==> config.mk <==
export PLATFORM = sky130hd
export DESIGN_NAME = hdep_queue
export DESIGN_NICKNAME = d
export VERILOG_FILES = /design/src/rtl/hdep_pkg.sv /design/src/rtl/hdep_queue.sv
export SDC_FILE = /design/constraint.sdc
export NUM_CORES = 1
export LEC_CHECK = 0
export BUFFER_PORTS_ARGS = -buffer_cell sky130_fd_sc_hd__clkbuf_2
export CORE_UTILIZATION = 46
export CTS_CLUSTER_DIAMETER = 200
export DETAILED_ROUTE_END_ITERATION = 10
export GPL_ROUTABILITY_DRIVEN = 1
export PLACE_DENSITY = 0.85
export SKIP_CTS_REPAIR_TIMING = 1
export SLEW_MARGIN = 15
export SYNTH_ARGS = -nofsm -noshare
export SYNTH_HDL_FRONTEND = slang
export SYNTH_SLANG_ARGS = --single-unit
==> constraint.sdc <==
create_clock -name clk -period 2.6 [get_ports clk]
set_input_delay 0.26 -clock clk [delete_from_list [all_inputs] [get_ports clk]]
set_output_delay 0.26 -clock clk [all_outputs]
set_load 0.01 [all_outputs]
==> src/rtl/hdep_pkg.sv <==
// Package for the HTTP date parser: phase codes, status codes, the result
// entry passed from the parser to the epoch stage, and the name tables.
// No dependencies.
package hdep_pkg;

    typedef enum logic [15:0] {
        PH_WDAY  = 16'h0001,
        PH_WFULL = 16'h0002,
        PH_WSP   = 16'h0004,
        PH_D0    = 16'h0008,
        PH_D1    = 16'h0010,
        PH_DSEP  = 16'h0020,
        PH_MON   = 16'h0040,
        PH_MSEP  = 16'h0080,
        PH_Y0    = 16'h0100,
        PH_Y1    = 16'h0200,
        PH_Y2    = 16'h0400,
        PH_Y3    = 16'h0800,
        PH_YSEP  = 16'h1000,
        PH_TIME  = 16'h2000,
        PH_ZONE  = 16'h4000,
        PH_END   = 16'h8000
    } phase_t;

    localparam logic [3:0] ST_OK         = 4'd0;
    localparam logic [3:0] ST_WEEKDAY    = 4'd1;
    localparam logic [3:0] ST_WDAY_SEP   = 4'd2;
    localparam logic [3:0] ST_DAY_FMT    = 4'd3;
    localparam logic [3:0] ST_MONTH      = 4'd4;
    localparam logic [3:0] ST_MONTH_SEP  = 4'd5;
    localparam logic [3:0] ST_YEAR       = 4'd6;
    localparam logic [3:0] ST_DAY_RANGE  = 4'd7;
    localparam logic [3:0] ST_YEAR_SEP   = 4'd8;
    localparam logic [3:0] ST_TIME_FMT   = 4'd9;
    localparam logic [3:0] ST_TIME_RANGE = 4'd10;
    localparam logic [3:0] ST_ZONE       = 4'd11;
    localparam logic [3:0] ST_YEAR_RANGE = 4'd12;

    localparam logic [6:0] PIVOT_RESET = 7'd68;
    localparam int         QDEPTH      = 2;

    typedef struct packed {
        logic [3:0] status;
        logic [7:0] year_off;   // year - 1970
        logic [3:0] month;
        logic [4:0] day;
        logic [4:0] hour;
        logic [5:0] minute;
        logic [5:0] second;
    } entry_t;

    function automatic logic [7:0] wday_char(input logic [2:0] i, input logic [3:0] k);
        logic [0:8][7:0] n;
        case (i)
            3'd0:    n = {"sunday", 24'h0};
            3'd1:    n = {"monday", 24'h0};
            3'd2:    n = {"tuesday", 16'h0};
            3'd3:    n = "wednesday";
            3'd4:    n = {"thursday", 8'h0};
            3'd5:    n = {"friday", 24'h0};
            3'd6:    n = {"saturday", 8'h0};
            default: n = '0;
        endcase
        return (k <= 4'd8) ? n[k] : 8'h00;
    endfunction

    function automatic logic [3:0] wday_len(input logic [2:0] i);
        case (i)
            3'd2:    return 4'd7;
            3'd3:    return 4'd9;
            3'd4:    return 4'd8;
            3'd6:    return 4'd8;
            default: return 4'd6;
        endcase
    endfunction

    function automatic logic [7:0] mon_char(input logic [3:0] i, input logic [1:0] k);
        logic [0:2][7:0] n;
        case (i)
            4'd0:    n = "jan";
            4'd1:    n = "feb";
            4'd2:    n = "mar";
            4'd3:    n = "apr";
            4'd4:    n = "may";
            4'd5:    n = "jun";
            4'd6:    n = "jul";
            4'd7:    n = "aug";
            4'd8:    n = "sep";
            4'd9:    n = "oct";
            4'd10:   n = "nov";
            4'd11:   n = "dec";
            default: n = '0;
        endcase
        return (k <= 2'd2) ? n[k] : 8'h00;
    endfunction

    function automatic logic [4:0] month_len(input logic [3:0] m);
        case (m)
            4'd1:    return 5'd29;
            4'd3:    return 5'd30;
            4'd5:    return 5'd30;
            4'd8:    return 5'd30;
            4'd10:   return 5'd30;
            default: return 5'd31;
        endcase
    endfunction

    function automatic logic [8:0] month_start(input logic [3:0] m);
        case (m)
            4'd1:    return 9'd31;
            4'd2:    return 9'd59;
            4'd3:    return 9'd90;
            4'd4:    return 9'd120;
            4'd5:    return 9'd151;
            4'd6:    return 9'd181;
            4'd7:    return 9'd212;
            4'd8:    return 9'd243;
            4'd9:    return 9'd273;
            4'd10:   return 9'd304;
            4'd11:   return 9'd334;
            default: return 9'd0;
        endcase
    endfunction

endpackage

==> src/rtl/hdep_queue.sv <==
// Small FIFO of parsed date entries between the parser and the epoch stage.
// Depends on hdep_pkg.
module hdep_queue import hdep_pkg::*; (
    input  logic   clk,
    input  logic   rst_n,
    input  logic   push_valid,
    input  entry_t push_entry,
    output logic   push_ready,
    output logic   pop_valid,
    output entry_t pop_entry,
    input  logic   pop_ready
);

    localparam int PW = (QDEPTH > 1) ? $clog2(QDEPTH) : 1;

    entry_t              mem [QDEPTH];
    logic [PW-1:0]       wr_ptr_reg, wr_ptr_next;
    logic [PW-1:0]       rd_ptr_reg, rd_ptr_next;
    logic [$clog2(QDEPTH+1)-1:0] count_reg, count_next;
    logic                do_push, do_pop;

    assign push_ready = (count_reg != ($clog2(QDEPTH+1))'(QDEPTH));
    assign pop_valid  = (count_reg != '0);
    assign pop_entry  = mem[rd_ptr_reg];
    assign do_push    = push_valid && push_ready;
    assign do_pop     = pop_valid && pop_ready;

    always_comb
    begin
        wr_ptr_next = wr_ptr_reg;
        rd_ptr_next = rd_ptr_reg;
        if (do_push)
            wr_ptr_next = (wr_ptr_reg == PW'(QDEPTH - 1)) ? '0 : wr_ptr_reg + 1'b1;
        if (do_pop)
            rd_ptr_next = (rd_ptr_reg == PW'(QDEPTH - 1)) ? '0 : rd_ptr_reg + 1'b1;
        count_next = count_reg + {{($clog2(QDEPTH+1)-1){1'b0}}, do_push}
                               - {{($clog2(QDEPTH+1)-1){1'b0}}, do_pop};
    end

    always_ff @(posedge clk)
    begin
        if (do_push)
            mem[wr_ptr_reg] <= push_entry;
    end

    always_ff @(posedge clk or negedge rst_n)
    begin
        if (!rst_n)
        begin
            wr_ptr_reg <= '0;
            rd_ptr_reg <= '0;
            count_reg  <= '0;
        end
        else
        begin
            wr_ptr_reg <= wr_ptr_next;
            rd_ptr_reg <= rd_ptr_next;
            count_reg  <= count_next;
        end
    end

endmodule

==> flow_summary.json <==
{
  "internal_power_mw": 2.89,
  "vias_per_cell": 5.03,
  "cts.sinks": 80,
  "start_util_pct": 48.9,
  "max_cap_violations": 0,
  "endpoint": "pop_entry[8]",
  "cts_tree": "yes",
  "r2r_setup_slack_ns": 0.91,
  "setup_viol": 0,
  "ff_latch_area_um2": 2380,
  "skew_ns": 0.00476,
  "synth_cell_types": 18,
  "crit_path_end_kind": "primary output",
  "fin_crit_ns": 1.92,
  "fin_tns_setup_ns": 0,
  "clockPowerShare_pct": 23.5,
  "gr-total-overflow": 0,
  "ant_nets": 0,
  "syn_inst": 140,
  "post-route-drc-count": 0,
  "grt_pass1_wl_um": 7390,
  "cp_data_required_time_ns": 2.34,
  "critPathMaxFanout": 27,
  "largest_reg_flops": 76,
  "fp.dieH_um": 82.2,
  "p_per_area_nw_per_um2": 1100,
  "p_sw_share_pct": 28.9,
  "synthDominantCellAreaShare_pct": 77.1,
  "grtUsageTotal_pct": 15.7,
  "combPwrFrac_pct": 30.0,
  "cpMaxStageDelayCell": "dfrtp_2",
  "hold_violations": 0,
  "maxSlewHeadroom_pct": 66.0,
  "synthToLayoutAreaGrowth_pct": 25.2,
  "yosys_warnings": 0,
  "globalplace.congestion": 0.692,
  "reg2regPathDepth": 4,
  "vias": 1568,
  "slew_viol_final": 0,
  "chipWidth_um": 82.2,
  "worstPathCellList": "buf_12, mux2_2, clkbuf_2",
  "path_clk_slew_ns": 0.08,
  "num_rows": 28,
  "antenna_found_initial": 0,
  "ir_drop_mv": 0.942,
  "fin_nets": 275,
  "io_buffers": 81,
  "drtIter0Drc": 76,
  "tightest_slew_ns": 0.510,
  "power_switching_mw": 1.18,
  "grt_pass1_vias": 1598,
  "cts-root-buf": "clkbuf_8",
  "firstDrtPassIters": 4,
  "timing.fmax_mhz": 521,
  "ys_seq_area_share_pct": 80.4,
  "r2r-end": "mem[0][35]",
  "diodes": 0,
  "final_cells": 312,
  "multi_input_area_um2": 556,
  "numCtsBuffers": 9,
  "crit_arrival_ns": 1.66,
  "status": "complete, no violations",
  "power.leakage_nw": 1.42,
  "h-tree-depth": 3,
  "r2r-start": "count_reg[0]",
  "drive_gt1_share_pct": 59.1,
  "cp-startpoint": "rd_ptr_reg",
  "place_inst": 295,
  "core_area_um2": 6060,
  "yosys_register_bits": 80,
  "n_fill_cell": 446,
  "synth_nets": 183,
  "worst_path_largest_cell_delay_ns": 0.57,
  "avgSynthCellArea_um2": 21.2,
  "criticalPathCategory": "register to primary output",
  "finalWirelength_um": 4980,
  "cts_buffer_depth": 2,
  "grt_max_degree": 39,
  "routedWlPerCell_um": 16.0,
  "final_common_cell": "clkbuf_2",
  "p_seq_share_pct": 46.5,
  "cp-start-kind": "register",
  "ios": 82,
  "post-route-period-util_pct": 73.9,
  "insertion_delay_ns": 0.33,
  "synthesis.area_um2": 2960,
  "min_path_type": "input pin to register",
  "rsz0062_at_grt": "false",
  "mostFrequentLayoutCells": "81 x clkbuf_2, 76 x edfxtp_1, 38 x mux2_2",
  "synth_top_area_cell": "edfxtp_1",
  "final_util_pct": 61.2,
  "ys_top_cells_by_area": "edfxtp_1 77%, mux2_2 14%, dfrtp_1 3.4%",
  "die-area_um2": 6760
}
## power groups by stage
| stage | registers [mW] | clock network [mW] | logic [mW] |
|---|---|---|---|
| global placement | 1.90 | 0 | 1.22 |
| global route | 1.93 | 1.02 | 1.34 |
| finish | 1.89 | 0.956 | 1.22 |
| floorplan | 1.86 | 0 | 0.817 |
| detailed placement | 1.93 | 0 | 1.24 |
| CTS | 1.90 | 0.981 | 1.25 |
## how the worst min path moves through the flow
| stage | slack [ns] | depth (start not counted) | to | start |
|---|---|---|---|---|
| after floorplan | -0.04 | 0 | count_reg[0] | rst_n |
| final | 0.11 | 1 | mem[1][20] | push_entry[20] |
| after global routing | 0.09 | 1 | mem[0][37] | push_entry[37] |
| after detailed placement | 0.07 | 1 | wr_ptr_reg | rst_n |
| after CTS | -0.31 | 1 | wr_ptr_reg | rst_n |
| after global placement | 0.07 | 1 | wr_ptr_reg | rst_n |
## cell families after synthesis
kind of cell | count (synthesis) | share of synthesized area (%)
DFF | 80 | 80.4
muxes | 38 | 14.4
and+or+nand+nor | 10 | 1.65
AOI/OAI and AO/OA | 4 | 1.06
buffers and inverters | 4 | 1.10
xor gates and xnor gates | 3 | 0.887
adders and majority gates | 1 | 0.422
## final cells by class
cell class / count / area share [%]
flip-flops and latches: 80 / 64.3
multi-input cells: 56 / 15.0
repair buffers: 85 / 12.5
clock buffers: 10 / 3.44
well taps: 75 / 2.53
clock inverters: 6 / 2.26
## cells in the mapped netlist
| master | number |
|---|---|
| edfxtp_1 | 76 |
| mux2_2 | 38 |
| dfrtp_1 | 4 |
| nor2_1 | 3 |
| xnor2_1 | 3 |
| buf_2 | 2 |
| buf_6 | 2 |
| nand2_1 | 2 |
| a211oi_1 | 1 |
| a21bo_1 | 1 |
| a32oi_1 | 1 |
| and3_1 | 1 |
| ha_1 | 1 |
| nand2b_1 | 1 |
| nand3_1 | 1 |
| nor2b_1 | 1 |
| o21ai_0 | 1 |
| or2_2 | 1 |
## critical path, delay by kind of cell, from the launching register on
kind / cells / cell delay [ns]
buffers and inverters: 2 / 0.38
multiplexers: 1 / 0.36
flip-flops: 1 / 0.57
## layer usage
layer | part of all wire (%) | track usage (%) | vias up
met5 | 0 | 0 | -
met4 | 1.8 | 9.47 | 0
met3 | 6.1 | 4.29 | 10
met2 | 50 | 25.6 | 53
met1 | 42 | 18.5 | 770
li1 | - | - | 735
## through the flow
stage / power [mW] / cell area (um2) / hold slack (ns) / setup WS [ns]
CTS: 4.13 / 3700 / -0.305 / 0.636
finish: 4.07 / 3710 / 0.107 / 0.680
detailed placement: 3.17 / 3490 / 0.0707 / 0.905
global placement: 3.12 / 3490 / 0.0679 / 0.961
floorplan: 2.68 / 2960 / -0.0356 / 0.482
global route: 4.29 / 3710 / 0.0891 / 0.611
(Power assumes the default switching activity.)
