<file path="src/rtl/hdep_pkg.sv">
// Package for the HTTP date parser: phase codes, status codes, the result
// entry passed from the parser to the epoch stage, and the name tables.
// No dependencies.
package hdep_pkg;

    typedef enum logic [15:0] {
        PH_WDAY  = 16'h0001,
        PH_WFULL = 16'h0002,
        PH_WSP   = 16'h0004,
        PH_D0    = 16'h0008,
        PH_D1    = 16'h0010,
        PH_DSEP  = 16'h0020,
        PH_MON   = 16'h0040,
        PH_MSEP  = 16'h0080,
        PH_Y0    = 16'h0100,
        PH_Y1    = 16'h0200,
        PH_Y2    = 16'h0400,
        PH_Y3    = 16'h0800,
        PH_YSEP  = 16'h1000,
        PH_TIME  = 16'h2000,
        PH_ZONE  = 16'h4000,
        PH_END   = 16'h8000
    } phase_t;

    localparam logic [3:0] ST_OK         = 4'd0;
    localparam logic [3:0] ST_WEEKDAY    = 4'd1;
    localparam logic [3:0] ST_WDAY_SEP   = 4'd2;
    localparam logic [3:0] ST_DAY_FMT    = 4'd3;
    localparam logic [3:0] ST_MONTH      = 4'd4;
    localparam logic [3:0] ST_MONTH_SEP  = 4'd5;
    localparam logic [3:0] ST_YEAR       = 4'd6;
    localparam logic [3:0] ST_DAY_RANGE  = 4'd7;
    localparam logic [3:0] ST_YEAR_SEP   = 4'd8;
    localparam logic [3:0] ST_TIME_FMT   = 4'd9;
    localparam logic [3:0] ST_TIME_RANGE = 4'd10;
    localparam logic [3:0] ST_ZONE       = 4'd11;
    localparam logic [3:0] ST_YEAR_RANGE = 4'd12;

    localparam logic [6:0] PIVOT_RESET = 7'd68;
    localparam int         QDEPTH      = 2;

    typedef struct packed {
        logic [3:0] status;
        logic [7:0] year_off;   // year - 1970
        logic [3:0] month;
        logic [4:0] day;
        logic [4:0] hour;
        logic [5:0] minute;
        logic [5:0] second;
    } entry_t;

    function automatic logic [7:0] wday_char(input logic [2:0] i, input logic [3:0] k);
        logic [0:8][7:0] n;
        case (i)
            3'd0:    n = {"sunday", 24'h0};
            3'd1:    n = {"monday", 24'h0};
            3'd2:    n = {"tuesday", 16'h0};
            3'd3:    n = "wednesday";
            3'd4:    n = {"thursday", 8'h0};
            3'd5:    n = {"friday", 24'h0};
            3'd6:    n = {"saturday", 8'h0};
            default: n = '0;
        endcase
        return (k <= 4'd8) ? n[k] : 8'h00;
    endfunction

    function automatic logic [3:0] wday_len(input logic [2:0] i);
        case (i)
            3'd2:    return 4'd7;
            3'd3:    return 4'd9;
            3'd4:    return 4'd8;
            3'd6:    return 4'd8;
            default: return 4'd6;
        endcase
    endfunction

    function automatic logic [7:0] mon_char(input logic [3:0] i, input logic [1:0] k);
        logic [0:2][7:0] n;
        case (i)
            4'd0:    n = "jan";
            4'd1:    n = "feb";
            4'd2:    n = "mar";
            4'd3:    n = "apr";
            4'd4:    n = "may";
            4'd5:    n = "jun";
            4'd6:    n = "jul";
            4'd7:    n = "aug";
            4'd8:    n = "sep";
            4'd9:    n = "oct";
            4'd10:   n = "nov";
            4'd11:   n = "dec";
            default: n = '0;
        endcase
        return (k <= 2'd2) ? n[k] : 8'h00;
    endfunction

    function automatic logic [4:0] month_len(input logic [3:0] m);
        case (m)
            4'd1:    return 5'd29;
            4'd3:    return 5'd30;
            4'd5:    return 5'd30;
            4'd8:    return 5'd30;
            4'd10:   return 5'd30;
            default: return 5'd31;
        endcase
    endfunction

    function automatic logic [8:0] month_start(input logic [3:0] m);
        case (m)
            4'd1:    return 9'd31;
            4'd2:    return 9'd59;
            4'd3:    return 9'd90;
            4'd4:    return 9'd120;
            4'd5:    return 9'd151;
            4'd6:    return 9'd181;
            4'd7:    return 9'd212;
            4'd8:    return 9'd243;
            4'd9:    return 9'd273;
            4'd10:   return 9'd304;
            4'd11:   return 9'd334;
            default: return 9'd0;
        endcase
    endfunction

endpackage

</file>
<file path="src/rtl/hdep_ifs.sv">


interface hdep_epoch_if;
    logic        valid;
    logic        ready;
    logic [31:0] epoch_seconds;
    logic [3:0]  status;
    modport source (output valid, output epoch_seconds, output status, input ready);
    modport sink (input valid, input epoch_seconds, input status, output ready);
endinterface

</file>
<file path="src/rtl/hdep_back.sv">
// Epoch stage: turns a parsed date into seconds in two registered steps.
// Depends on hdep_pkg and hdep_ifs.
module hdep_back import hdep_pkg::*; (
    input  logic         clk,
    input  logic         rst_n,
    input  logic         pop_valid,
    input  entry_t       pop_entry,
    output logic         pop_ready,
    hdep_epoch_if.source epoch
);

    logic        a_valid_reg;
    logic [3:0]  a_status_reg;
    logic [16:0] a_days_reg, a_days_next;
    logic [16:0] a_tod_reg, a_tod_next;
    logic        o_valid_reg;
    logic [31:0] o_secs_reg, o_secs_next;
    logic [3:0]  o_status_reg;
    logic        en_out, en_a;
    logic [7:0]  yo;
    logic [6:0]  leaps;
    logic        leap_y;

    assign en_out    = !o_valid_reg || epoch.ready;
    assign en_a      = !a_valid_reg || en_out;
    assign pop_ready = en_a;

    // Leap years 1972..2104 follow the four-year rule except 2100 (offset 130).
    always_comb
    begin
        yo     = pop_entry.year_off;
        leaps  = 7'((9'(yo) + 9'd1) >> 2) - ((yo > 8'd130) ? 7'd1 : 7'd0);
        leap_y = (yo[1:0] == 2'd2) && (yo != 8'd130);
        a_days_next = 17'(yo * 9'd365) + 17'(leaps) + 17'(month_start(pop_entry.month))
                    + ((pop_entry.month >= 4'd2 && leap_y) ? 17'd1 : 17'd0)
                    + 17'(pop_entry.day) - 17'd1;
        a_tod_next  = 17'(pop_entry.hour * 12'd3600) + 17'(pop_entry.minute * 6'd60)
                    + 17'(pop_entry.second);
        o_secs_next = (a_status_reg != ST_OK) ? 32'hFFFF_FFFF
                    : 32'(a_days_reg * 17'd86400) + 32'(a_tod_reg);
    end

    always_ff @(posedge clk)
    begin
        if (en_a)
        begin
            a_status_reg <= pop_entry.status;
            a_days_reg   <= a_days_next;
            a_tod_reg    <= a_tod_next;
        end
        if (en_out)
        begin
            o_secs_reg   <= o_secs_next;
            o_status_reg <= a_status_reg;
        end
    end

    always_ff @(posedge clk or negedge rst_n)
    begin
        if (!rst_n)
        begin
            a_valid_reg <= 1'b0;
            o_valid_reg <= 1'b0;
        end
        else
        begin
            if (en_a)
                a_valid_reg <= pop_valid;
            if (en_out)
                o_valid_reg <= a_valid_reg;
        end
    end

    assign epoch.valid         = o_valid_reg;
    assign epoch.epoch_seconds = o_secs_reg;
    assign epoch.status        = o_status_reg;

endmodule

</file>
<file path="src/flat_wrapper.sv">
// flat-port wrapper written by rule: the top's interface ports become plain ports
module hdep_back_flat import hdep_pkg::*;
  (clk, rst_n, pop_valid, pop_entry, pop_ready, epoch_valid, epoch_epoch_seconds, epoch_status, epoch_ready);
  hdep_epoch_if epoch_i ();
  input  logic clk;
  input  logic rst_n;
  input  logic pop_valid;
  input  entry_t pop_entry;
  output logic pop_ready;
  output wire logic [$bits(epoch_i.valid)-1:0] epoch_valid;
  output wire logic [$bits(epoch_i.epoch_seconds)-1:0] epoch_epoch_seconds;
  output wire logic [$bits(epoch_i.status)-1:0] epoch_status;
  input wire logic [$bits(epoch_i.ready)-1:0] epoch_ready;
  assign epoch_valid = epoch_i.valid;
  assign epoch_epoch_seconds = epoch_i.epoch_seconds;
  assign epoch_status = epoch_i.status;
  assign epoch_i.ready = epoch_ready;
  hdep_back u_core (.clk(clk), .rst_n(rst_n), .pop_valid(pop_valid), .pop_entry(pop_entry), .pop_ready(pop_ready), .epoch(epoch_i));
endmodule
</file>
<file path="config.mk">
export PLATFORM = sky130hd
export DESIGN_NAME = hdep_back_flat
export DESIGN_NICKNAME = d
export VERILOG_FILES = /design/src/rtl/hdep_pkg.sv /design/src/rtl/hdep_ifs.sv /design/src/rtl/hdep_back.sv /design/src/flat_wrapper.sv
export SDC_FILE = /design/constraint.sdc
export NUM_CORES = 1
export LEC_CHECK = 0
export BUFFER_PORTS_ARGS = -buffer_cell sky130_fd_sc_hd__buf_2
export CAP_MARGIN = 15
export CORE_ASPECT_RATIO = 1.1
export CORE_MARGIN = 1.5
export CORE_UTILIZATION = 60
export CTS_CLUSTER_DIAMETER = 40
export CTS_CLUSTER_SIZE = 25
export DETAILED_ROUTE_END_ITERATION = 10
export PLACE_DENSITY = 0.78
export SYNTH_ARGS = -nofsm -noshare
export SYNTH_HDL_FRONTEND = slang
export SYNTH_SLANG_ARGS = --single-unit
</file>
<file path="constraint.sdc">
create_clock -name clk -period 6.2 [get_ports clk]
set_input_delay 0.93 -clock clk [delete_from_list [all_inputs] [get_ports clk]]
set_output_delay 0.93 -clock clk [all_outputs]
set_load 0.005 [all_outputs]
</file>
==> metrics.cfg, run 1 <==
[grt]
antenna_found_initial = 0
grt_pass1_vias = 7363
overflow = 0
grt_pass1_wl_mm = 32.0
grt_max_degree = 40
track_usage_pct = 21.7

[cts]
cts_buffer_depth = 2
htreeDepth = 3
cts_tree = yes
clkTransAtPathRegs_ns = 0.06
cts_hold_buf = 0
clockRootBuffer = clkbuf_16
insertion_delay_ns = 0.34
clock_sinks = 76
cts_inserted_buffers = 9

[critical_path]
timing.rr.start = u_core.a_days_reg[1]
cp.required_ns = 6.29
startpoint_type = input port
crit_top_cell = fa_1
ff2ff_path_depth = 20
r2r_slack_ns = 0.54
critPathCapture = u_core.a_days_reg[16]
path_max_fanout = 3
rr_endpoint = u_core.epoch.epoch_seconds[31]
critPathSlowestCell = fa_1
crit_path_start = pop_entry[30]
crit_arrival_ns = 6.17
critPathCaptureType = flop
worstSetupPathType = in2reg
slowest_delay_ns = 0.49

[yosys]
synthCells = 1023
synth-seq-cells = 76
synth.yosys.seq_area_share_pct = 21.8
synth_area_leader_cell = ha_1
synth_edf_count = 74
netlist_area_mm2 = 0.0104
async_reset_ff_share_pct = 2.63
syn_nets = 1364
yosys-top-cells-area = ha_1 25%, edfxtp_1 21%, fa_1 18%, inv_1 7.3%, xnor2_1 5.5%
synth_top_area_share_pct = 24.9
synth_flop_cell = edfxtp_1
synth.distinct_cells = 71
yosys_warnings = 0
syn-mean-instance-area_um2 = 10.2

[placed_design]
placedCellCount = 1363
dp_hpwl_mm = 15.5
io_buffer_count = 79
gp_congestion = 0.936
pre_cts_ws_ns = -0.584

[finish]
drive_gt1_share_pct = 17.0
nNetsFinal = 1485
area.growth.synth_to_final_pct = 13.9
num_antenna_cells = 0
largest_reg_flops = 32
n_fill_cell = 1301
final_cells = 1382

[timing]
slew_viol_final = 0
setup_viol = 0
layout_setup_ws_ns = 0.113
worstMarginPinSlew_ns = 0.835
slew_headroom_pct = 44.4
hold_violations = 0
fmax_mhz = 164
post-route-period-util_pct = 98.2
fin_crit_ns = 6.09
fin_skew_ns = 0.0134
rsz0062_at_grt = yes

[floorplanning]
core_area_mm2 = 0.0170
die_h_um = 141
die_area_mm2 = 0.0181
io_pins = 80
row_count = 50
initial_utilization_pct = 61.2
die_w_um = 129

[routing]
drt-initial-drc-count = 267
via_per_inst = 5.22
route.detailed.drc = 0
route.detailed.wl_per_inst_um = 13.3
postRouteAntennaNets = 0
routed_wl_mm = 18.4
dr.pass1.iters = 5
vias = 7220

[min_path]
worstHoldPathType = in2async

[run_status]
status = complete, no violations

[run]
maxCapViolations = 0

[cells by family after synthesis]
| family | after synthesis | share of synthesized area [%] |
|---|---|---|
| fa+ha+maj | 299 | 42.6 |
| buf+inv | 213 | 7.80 |
| simple gates | 171 | 8.40 |
| compound gates | 169 | 11.3 |
| xor+xnor | 92 | 7.82 |
| flops | 76 | 21.8 |
| mux | 3 | 0.289 |
[synth_stat cells, types with 3 or more instances]
library cell  instances
and3_1                8
nand3_1              12
nor3b_1               3
nand4_1               5
mux2i_1               3
o21bai_1             16
clkbuf_1              7
a21oi_2               3
or2_2                 3
a21o_1               22
o211ai_1              3
o21ai_0              19
or3_1                 3
o21a_1                9
and2_1                5
inv_1               202
a31oi_1               6
nor2_1               34
o211ai_2              3
nor3_1               15
xor2_1               26
fa_1                 92
a211oi_1              7
xnor2_1              65
nand2b_1             16
a21oi_1              51
edfxtp_1             74
ha_1                207
o41ai_1               3
o31ai_1               5
nand2_1              50
[how the worst min path moves through the flow]
stage / end / cells after the start
detailed placement: u_core.epoch.status[0] / 0
global route: u_core.a_valid_reg / 1
finish: u_core.a_valid_reg / 1
global placement: u_core.epoch.valid / 1
CTS: u_core.a_valid_reg / 1
floorplan: u_core.epoch.status[1] / 0
[critical path, delay by kind of cell]
family | cells | cell delay (ns)
and+or+nand+nor | 1 | 0.09
adders and majority gates | 9 | 3.00
xor gates and xnor gates | 2 | 0.23
AOI/OAI and AO/OA | 12 | 1.68
buffers and inverters | 5 | 0.27
[final cells by class]
| cell class | instances | area, um^2 | share of cell area [%] |
|---|---|---|---|
| Clock inverter | 6 | 63.8 | 0.539 |
| Multi-Input combinational cell | 734 | 7490 | 63.2 |
| Sequential cell | 76 | 2270 | 19.2 |
| Tap cell | 234 | 293 | 2.47 |
| Timing Repair Buffer | 121 | 737 | 6.22 |
| Inverter | 202 | 766 | 6.46 |
| Clock buffer | 9 | 225 | 1.90 |
[stage by stage]
step | instance area, um^2 | hold WS (ns) | TNS, ns | utilization, %
2_1_floorplan | 10400 | 0.427 | -0.228 | -
3_3_place_gp | 11400 | 0.447 | -0.846 | 66.8
3_5_place_dp | 11400 | 0.464 | -1.46 | 66.8
4_1_cts | 11700 | 0.345 | 0 | 69.0
5_1_grt | 11800 | 0.348 | -0.249 | 69.6
6_report | 11800 | 0.357 | 0 | 69.6
[cell usage in the layout, fill, tap and decap left out, types with 8 or more instances in the layout]
master	netlist	routed
nand2b_1	16	15
clkbuf_16	0	9
fa_1	92	91
xor2_1	26	25
nor2_1	34	33
buf_4	1	42
nand3_1	12	12
xnor2_1	65	62
o21bai_1	16	16
a21o_1	22	22
edfxtp_1	74	74
inv_1	202	198
o21ai_0	19	18
a21oi_2	3	8
nor3_1	15	15
buf_2	1	76
nand2_1	50	50
ha_1	207	200
o21a_1	9	9
a21oi_1	51	46
[routing by layer]
metal	share of wire (%)	vias up	GRT usage (%)
li1	-	3684	-
met5	0	-	0
met4	2.3	0	7.16
met1	45	3403	26.7
met3	1.9	32	1.67
met2	51	101	40.3
[what timing repair did]
item                       4_1_cts  5_1_grt
resized for setup               14       20
buffers inserted                 2        2
setup endpoints to repair        2        4
pin swaps                       22       31
Power of run 1 is not shown: default switching activity piles up to over one toggle a cycle in this logic, so the estimate is an artifact.
==> run 2, diff against run 1 <==
Settings changed: ABC_AREA from default to 1, GPL_TIMING_DRIVEN from default to 0, PLACE_DENSITY 0.78 to 0.77.
==> run 2 against run 1 <==
Against the previous run:
- final area rose by 3.0%
- die area is 6.4% higher
- clock skew about the same
- hold slack improved by 0.0060 ns
- non-clock buffer count shrank 34
- sequential cell count did not move
- sequential share of layout area down 0.56 points
- first-iteration DRC count is 1.5% lower
- cell count is 18% higher
- synthesized cell count rose by 27%
- critical path depth did not move
- global-route usage up 1.8 points
- critical path type unchanged
- critical endpoint is now u_core.a_days_reg[12]
==> metrics.cfg, run 2 <==
[run_status]
status = complete, no violations

[yosys]
synthCells = 1299
synth_edf_count = 74
synthMuxAreaShare_pct = 0
yosys-top-cells-area = ha_1 23%, edfxtp_1 20%, fa_1 17%, inv_1 9.8%, nand2_1 8.5%
synth_top_area_share_pct = 23.4
synth_compound_area_share_pct = 5.79
synthXorXnorAreaFrac_pct = 5.44
yosys_warnings = 0
async_reset_ff_share_pct = 2.63
synth_flop_cell = edfxtp_1
synth.yosys.seq_area_share_pct = 20.5
yosysMostFrequentCell = inv_1
netlist_area_mm2 = 0.0111
syn_nets = 1640
synth_top_family_by_area = adder cells
synth-seq-cells = 76
synth.distinct_cells = 46
synth_simple_gate_area_share_pct = 18.0
ys_top_cells_by_count = 290 x inv_1, 252 x nand2_1, 207 x ha_1, 92 x fa_1, 74 x edfxtp_1
synthAdderAreaFrac_pct = 40.0
synth_area_leader_cell = ha_1
syn-mean-instance-area_um2 = 8.53

[grt]
gr-usage-met3_pct = 2.09
grt_use_met1_pct = 28.1
grt_max_degree = 38
antenna_found_initial = 0
use_met2_pct = 45.3
grt_pass1_vias = 8431
grt_pass1_wl_mm = 37.3
track_usage_pct = 23.5
overflow = 0
busiest_layer = met2

[cts]
clkTransAtPathRegs_ns = 0.06
cts_buffer_depth = 2
htreeDepth = 3
cts_hold_buf = 0
insertion_delay_ns = 0.34
clockRootBuffer = clkbuf_16
cts_inserted_buffers = 9
clock_sinks = 76
cts_tree = yes

[critical_path]
critPathCaptureType = flop
slowest_delay_ns = 0.53
startpoint_type = input port
timing.rr.start = u_core.a_days_reg[1]
path_max_fanout = 4
worstSetupPathType = in2reg
critPathTopFamily = adder cells
critPathSlowestCell = fa_1
crit_buf_inv = 6
crit_arrival_ns = 6.01
crit_path_start = pop_entry[30]
cp.required_ns = 6.29

[floorplanning]
initial_utilization_pct = 61.8
io_pins = 80
row_count = 51
core_area_mm2 = 0.0179
die_w_um = 133
die_h_um = 146
die_area_mm2 = 0.0193

[timing]
fin_crit_ns = 5.92
fin_skew_ns = 0.0133
tns_ns = 0
hold_violations = 0
slew_viol_final = 0
hold_slack_ns = 0.363
post-route-period-util_pct = 95.5
setup_viol = 0
slew_headroom_pct = 43.9
worstMarginPinSlew_ns = 0.838
fmax_mhz = 169
layout_setup_ws_ns = 0.276

[routing]
routed_wl_mm = 21.8
route.detailed.wl_per_inst_um = 13.3
vias = 8397
postRouteAntennaNets = 0
dr.pass1.iters = 5
drt-initial-drc-count = 263
via_per_inst = 5.13
route.detailed.drc = 0

[finish]
drive_gt1_share_pct = 11.7
area.growth.synth_to_final_pct = 10.1
n_fill_cell = 1476
largest_reg_flops = 32
final-seq-area_mm2 = 0.00227
final_cell_mix = 288 x inv_1, 249 x nand2_1, 205 x ha_1
final_cells = 1636
layout_commonest_cell = inv_1
nNetsFinal = 1734
multi_input_area_mm2 = 0.00774
num_antenna_cells = 0

[run]
maxCapViolations = 0

[placed_design]
placedCellCount = 1616
gp_congestion = 0.920
io_buffer_count = 78
pre_cts_ws_ns = -0.521
dp_hpwl_mm = 18.6

[min_path]
worstHoldPathType = in2async

## run 2: cell count changes in the layout (fill, tap and decap cells not counted), moves of 15 or more
| cell | previous run | this run |
|---|---|---|
| inv_1 | 198 | 288 |
| nand2_1 | 50 | 249 |
| xor2_1 | 25 | 44 |
| nand3_1 | 12 | 70 |
| buf_4 | 42 | 5 |
| xnor2_1 | 62 | 22 |
| nor2_1 | 33 | 50 |
| nand2b_1 | 15 | 0 |
## run 2: through the flow
stage | instance area [um^2] | utilization [%]
floorplan | 11100 | -
global placement | 11800 | 65.7
detailed placement | 11800 | 65.8
CTS | 12100 | 67.7
global route | 12200 | 68.1
finish | 12200 | 68.1
## run 2: worst paths after layout
check / depth (start not counted) / slack [ns] / end
hold reg to reg: 0 / 0.46 / u_core.epoch.status[3]
setup / recovery: 29 / 0.28 / u_core.a_days_reg[12]
min in group clk: 0 / 0.46 / u_core.epoch.status[3]
hold / removal: 1 / 0.36 / u_core.a_valid_reg
max in group asynchronous: 1 / 5.75 / u_core.epoch.valid
setup reg to reg: 26 / 1.02 / u_core.epoch.epoch_seconds[31]
## run 2: cells by family after synthesis
kind of cell,count (synthesis)
xor gates and xnor gates,68
AOI/OAI and AO/OA,109
DFF,76
and+or+nand+nor,442
buffers and inverters,305
adders and majority gates,299
## run 2: worst reg2reg max path, stage by stage, from the launching register on
cell and delay [ns]:
edfxtp_1 0.52, ha_1 0.34, inv_1 0.08, fa_1 0.51, inv_1 0.05, ha_1 0.27
inv_1 0.05, fa_1 0.49, inv_1 0.04, ha_1 0.36, nand2_2 0.14, inv_2 0.04
nand2_1 0.11, inv_2 0.04, nand2_1 0.06, nand2_1 0.09, xor2_1 0.15, ha_1 0.35
nand2_1 0.09, nor3_1 0.23, nand3_1 0.11, o2111ai_1 0.25, nand3_4 0.19, nor2_2 0.17
nand3_1 0.10, nand2_1 0.07, nand3_1 0.06
## run 2: area by class of cell
class | count | share of cell area (%)
plain buffers | 4 | 0.123
repair buffers | 83 | 3.65
clock buffers | 9 | 1.85
well taps | 238 | 2.44
clock inverters | 7 | 0.605
inverters | 301 | 9.32
multi-input cells | 918 | 63.4
flip-flops and latches | 76 | 18.6
## run 2: layer usage
layer | routed length [um] | vias up
met5 | 0 | -
met4 | 278 | 0
met3 | 484 | 20
met2 | 11600 | 131
met1 | 9430 | 3923
li1 | - | 4323
## run 2: timing repair
item                                    in CTS  in global routing
resized for setup                            2                 14
endpoints found under the hold margin        0                  0
endpoints found under the setup margin       3                  3
setup buffers                                3                  1
pin swaps                                    0                  2
Power of run 2 is left out for the same reason.
